**src/design/sded_mem.sv**
```systemverilog
// ----------------------------------------------------------------------------
// sded_mem: generic synchronous RAM
// One write port and one registered read port.
// ----------------------------------------------------------------------------
module sded_mem #(
  parameter int unsigned Depth = 64,
  parameter int unsigned Width = 32,
  localparam int unsigned AddrW = (Depth > 1) ? $clog2(Depth) : 1
) (
  input  logic             clk_i,
  input  logic             we_i,
  input  logic [AddrW-1:0] waddr_i,
  input  logic [Width-1:0] wdata_i,
  input  logic [AddrW-1:0] raddr_i,
  output logic [Width-1:0] rdata_o
);

  logic [Width-1:0] mem [Depth];

  always_ff @(posedge clk_i) begin
    if (we_i) begin
      mem[waddr_i] <= wdata_i;
    end
    rdata_o <= mem[raddr_i];
  end

endmodule

```
**config.mk**
```make
export PLATFORM = sky130hd
export DESIGN_NAME = sded_mem
export DESIGN_NICKNAME = d
export VERILOG_FILES = /design/src/design/sded_mem.sv
export SDC_FILE = /design/constraint.sdc
export NUM_CORES = 2
export LEC_CHECK = 0
export BUFFER_PORTS_ARGS = -buffer_cell sky130_fd_sc_hd__buf_2
export CAP_MARGIN = 20
export CORE_ASPECT_RATIO = 1.5
export CORE_MARGIN = 2
export CORE_UTILIZATION = 40
export CTS_CLUSTER_DIAMETER = 30
export DETAILED_ROUTE_END_ITERATION = 10
export PLACE_DENSITY_LB_ADDON = 0.25
export SYNTH_ARGS = -nofsm -noshare
export SYNTH_HDL_FRONTEND = slang
export SYNTH_SLANG_ARGS = --single-unit
```
**constraint.sdc**
```tcl
create_clock -name clk_i -period 3.8 [get_ports clk_i]
set_input_delay 0 -clock clk_i [delete_from_list [all_inputs] [get_ports clk_i]]
set_output_delay 0 -clock clk_i [all_outputs]
set_load 0.05 [all_outputs]
```
* Yosys cells after proc, flatten, opt, wreduce, memory -nomap -nowiden *
Memory sizes are Yosys's and may differ from the RTL's. A register that Yosys moved wholly into a read port is not among the register bits.
Cells that the tools add are included.

word-level totals
  register bits after elaboration = 0
  RAM bits = 2048
  input bits = 46
  output and inout port bits = 32
  word-level logic and storage cells = 3
  memories kept = 1

memories
  memory  words  width  rd ports  clocked after Yosys merged registers in  write ports  line  text
  mem     64     32     1         1                                        1            18    logic [Width-1:0] mem [Depth];

operators by class
  mux-type cells = 2

operators by type and width
  cell              number
  1-bit 2-to-1 mux  2

* Longest topological paths before layout *
  depth after elaboration = 2
  gate-level depth with buffers = 10
  depth with buffers taken out = 5

* Least setup slack after synthesis *
No wires, ideal clock.

  path type = input port to flip-flop
  start = input waddr_i[3]
  end = memory mem[48][0], enable pin
  library setup time = 0.461 ns
  arrival time = 2.699 ns
  data required time = 3.339 ns
  slack = 0.640 ns
  stages = 4
  path buffers = 1
  path through = clkbuf_1 nor2b_1 nand4b_1 nor3_1

RTL lines
  item             line  text
  start, declared  12    input logic [AddrW-1:0] waddr_i,
  end, declared    18

No word-level cell before the write port.

==> impl_results.md <==
- Core Region: 195000 sq um
- Via count: 37600
- Fin crit share: 74.0%
- Max-cap check violation count: 0
- Tot Pwr: 56.1 mW
- Worst slew margin: 12.6%
- Combinational Power Share: 5.0%
- DR DRC count: 0
- Post-CTS setup buffer count: 0
- Worst-case clock buffer depth: 4
- RR Endpoint: rdata_o[9]
- DPL Wire Length: 127 mm
- Pwr/cell area: 593 nW/um^2
- Clock Sinks: 2080
- Synth cell types: 34
- Synth-to-Final Area Change: 20.3%
- CTS tree: yes
- Layout Nets: 3831
- Asr flop ratio synth: 0%
- Post-route insts no fill: 6639
- Chip width: 366 um
- Total CTS buffers: 298
- Row cnt: 199
- Routability cong.: 0.847
- Data arrival, critical path: 3.59 ns
- Setup slack, reg-to-reg: 1.49 ns
- Clock Latency Late Sink: 0.85 ns
- Final hold violation count: 0
- Maximum VDD drop: 0.332 mV
- Pre-antenna DRT Iters: 8
- F_max: 356 MHz
- Worst Setup Path Type: primary input to register
- Internal power: 43.5 mW
- Vias in the first global route: 39800
- H-tree depth: 5
- Layout cells sized above 1: 35.0%
- Worst hold margin: 0.0646 ns
- Starting Density: 40.2%
- Sequential power share: 45.5%
- Total track usage: 21.6%
- Area after DPL: 83900 sq um
- Clock slew at reported path FFs: 0.06 ns
- Critical Path Start Type: primary input
- Synth warn: 0
- Syn_nets: 3370
- Die Ht: 547 um
- Hold buffers post-CTS: 38
- Register bit total from synthesis: 2080
- Sum of negative setup slack: 0 ns
- Dpl cells: 6056
- I/O Buffers: 77
- Die area: 200000 sq um
- Mapped Cells: 3324
- Critical path fanouts, max: 15
- Sequential fraction of the synthesis area: 79.1%
- CP Capture Type: register
- Clock Skews: 0.0518 ns
- Switching Share: 22.5%
- EDFF count, synth: 2048
- Wire length per cell: 32.6 um
- Remaining global-route overflow: 0
- # IOs: 78
- Clock power frac: 49.5%
- Reg2reg start: mem[33][9]
- WHS Endpoint: mem[6][3]
- Post-cts sizing count: 0
- Worst slew pin tran: 1.31 ns
- First-pass GRT wire length: 304 mm
- Post-synth top flop: edfxtp_1
- Fin. max-slew vios: 0
- Final min period: 2.81 ns
- Drt total wl: 217 mm
- Reg2reg path depth: 5
- Initial antenna violation count: 10
- Via/cell ratio: 5.67
- Mapped cell area: 78500 sq um
- Pin count of the biggest net entering global routing: 66
- 1st-iter DRT viols: 3935
- Antenna viol nets, final: 0
- CTS Root Cell: clkbuf_16
- Hold_sp: waddr_i[2]
- RSZ-0062 raised after global routing: false
- CP required: 4.58 ns
- Worst hold stages: 4
- Setup Viol. Count Final: 0
- Status: complete, no violations
- Syn Area/Cell: 23.6 sq um
- P_sw: 12.6 mW
- Design area: 94500 sq um
- Leak: 30.0 nW
- Worst Hold Class: primary input to register
-- Yosys cell counts, types with 7 or more instances --
cell	count	area share [%]
mux2i_1	93	1.2
mux4_2	544	16
dfxtp_1	32	0.82
edfxtp_1	2048	78
nand2_1	26	0.12
a21oi_1	62	0.40
o221ai_1	27	0.30
clkbuf_1	74	0.35
nor2_1	137	0.65
buf_4	25	0.24
buf_1	21	0.10
nand2b_1	8	0.064
buf_2	57	0.36
a22oi_1	12	0.11
a311oi_1	8	0.089
o22ai_1	84	0.67
nor2b_1	15	0.12
nor3_1	7	0.045
-- cell type report --
type,count,area (sq um)
fill,15600,101000
sequential,2080,62100
multi-input combinational,1062,16000
clock buffer,326,7740
tap,2613,3270
timing repair buffer,343,3010
clock inverter,209,2340
antenna,6,15.0
-- power by group through the flow --
stage               Sequential [mW]  Combinational (mW)  Clock, mW
floorplan                      26.1                1.24          0
global placement               26.0                2.75          0
detailed placement             26.0                2.78          0
CTS                            25.5                2.82       28.1
global route                   25.5                2.90       29.1
finish                         25.5                2.78       27.8
-- sequential cells by signal (all words and copies together), names as in the netlist --
register,flops
rdata_o,32
mem,2048
-- worst max-delay path by stage --
stage,start,slack (ns),to,cells past startpoint
floorplan,waddr_i[3],0.64,mem[48][0],4
global route,raddr_i[5],1.14,rdata_o[7],8
finish,raddr_i[5],0.99,rdata_o[7],8
detailed placement,raddr_i[0],0.72,rdata_o[9],8
global placement,raddr_i[1],0.51,rdata_o[0],6
CTS,raddr_i[5],1.17,rdata_o[7],8
-- metrics by stage --
stage	worst slack (ns)	util (%)
finish	0.989	48.3
detailed placement	0.723	42.9
floorplan	0.640	-
CTS	1.17	48.3
global route	1.14	48.3
global placement	0.505	42.9
-- worst max-delay path, stage by stage --
cell	delay, ns
dlygate4sd3_1	0.58
buf_2	0.50
nand2b_1	0.57
buf_4	0.41
o221ai_1	0.20
a21oi_1	1.02
a21oi_1	0.14
nor2_1	0.14
-- cell families (layout without fill, tap and decap cells) --
logic type | Yosys count | after routing | synth area share, %
other | 0 | 6 | 0
AOI/OAI and AO/OA | 202 | 202 | 1.67
and+or+nand+nor | 223 | 223 | 1.27
DFF | 2080 | 2080 | 79.1
buffers and inverters | 182 | 878 | 1.13
muxes | 637 | 637 | 16.8
-- metal layers --
metal | share of wire [%] | wire, um | global-route usage, % | vias up
li1 | - | - | - | 15300
met1 | 37 | 81100 | 26.7 | 20500
met2 | 52 | 112000 | 37.6 | 1427
met3 | 5.9 | 12700 | 3.29 | 380
met4 | 4.8 | 10400 | 9.72 | 4
met5 | 0.011 | 24 | 0 | -
-- cells in the final DEF (no fill, tap or decap), types with 4 or more instances in the layout --
| cell type | n |
|---|---|
| inv_8 | 15 |
| nand3_1 | 5 |
| inv_6 | 49 |
| o221ai_1 | 27 |
| clkinv_4 | 26 |
| diode_2 | 6 |
| mux2i_1 | 93 |
| mux4_2 | 544 |
| nor2_4 | 62 |
| buf_2 | 73 |
| o32ai_1 | 4 |
| nor2_1 | 75 |
| clkbuf_16 | 306 |
| buf_4 | 187 |
| nand2_1 | 26 |
| a41o_1 | 4 |
| nor3_1 | 5 |
| and3_1 | 4 |
| nand3b_1 | 5 |
| nor2b_1 | 15 |
| a21oi_1 | 62 |
| edfxtp_1 | 2048 |
| clkinv_8 | 7 |
| nand2b_1 | 8 |
| o22ai_1 | 84 |
| clkinv_2 | 29 |
| clkbuf_1 | 19 |
| a22oi_1 | 12 |
| dfxtp_1 | 32 |
| clkinv_1 | 23 |
| dlygate4sd3_1 | 40 |
| clkinvlp_4 | 27 |
| bufinv_16 | 30 |
| a311oi_1 | 8 |
| buf_12 | 36 |
No activity file was read; power rests on OpenSTA's default activity.
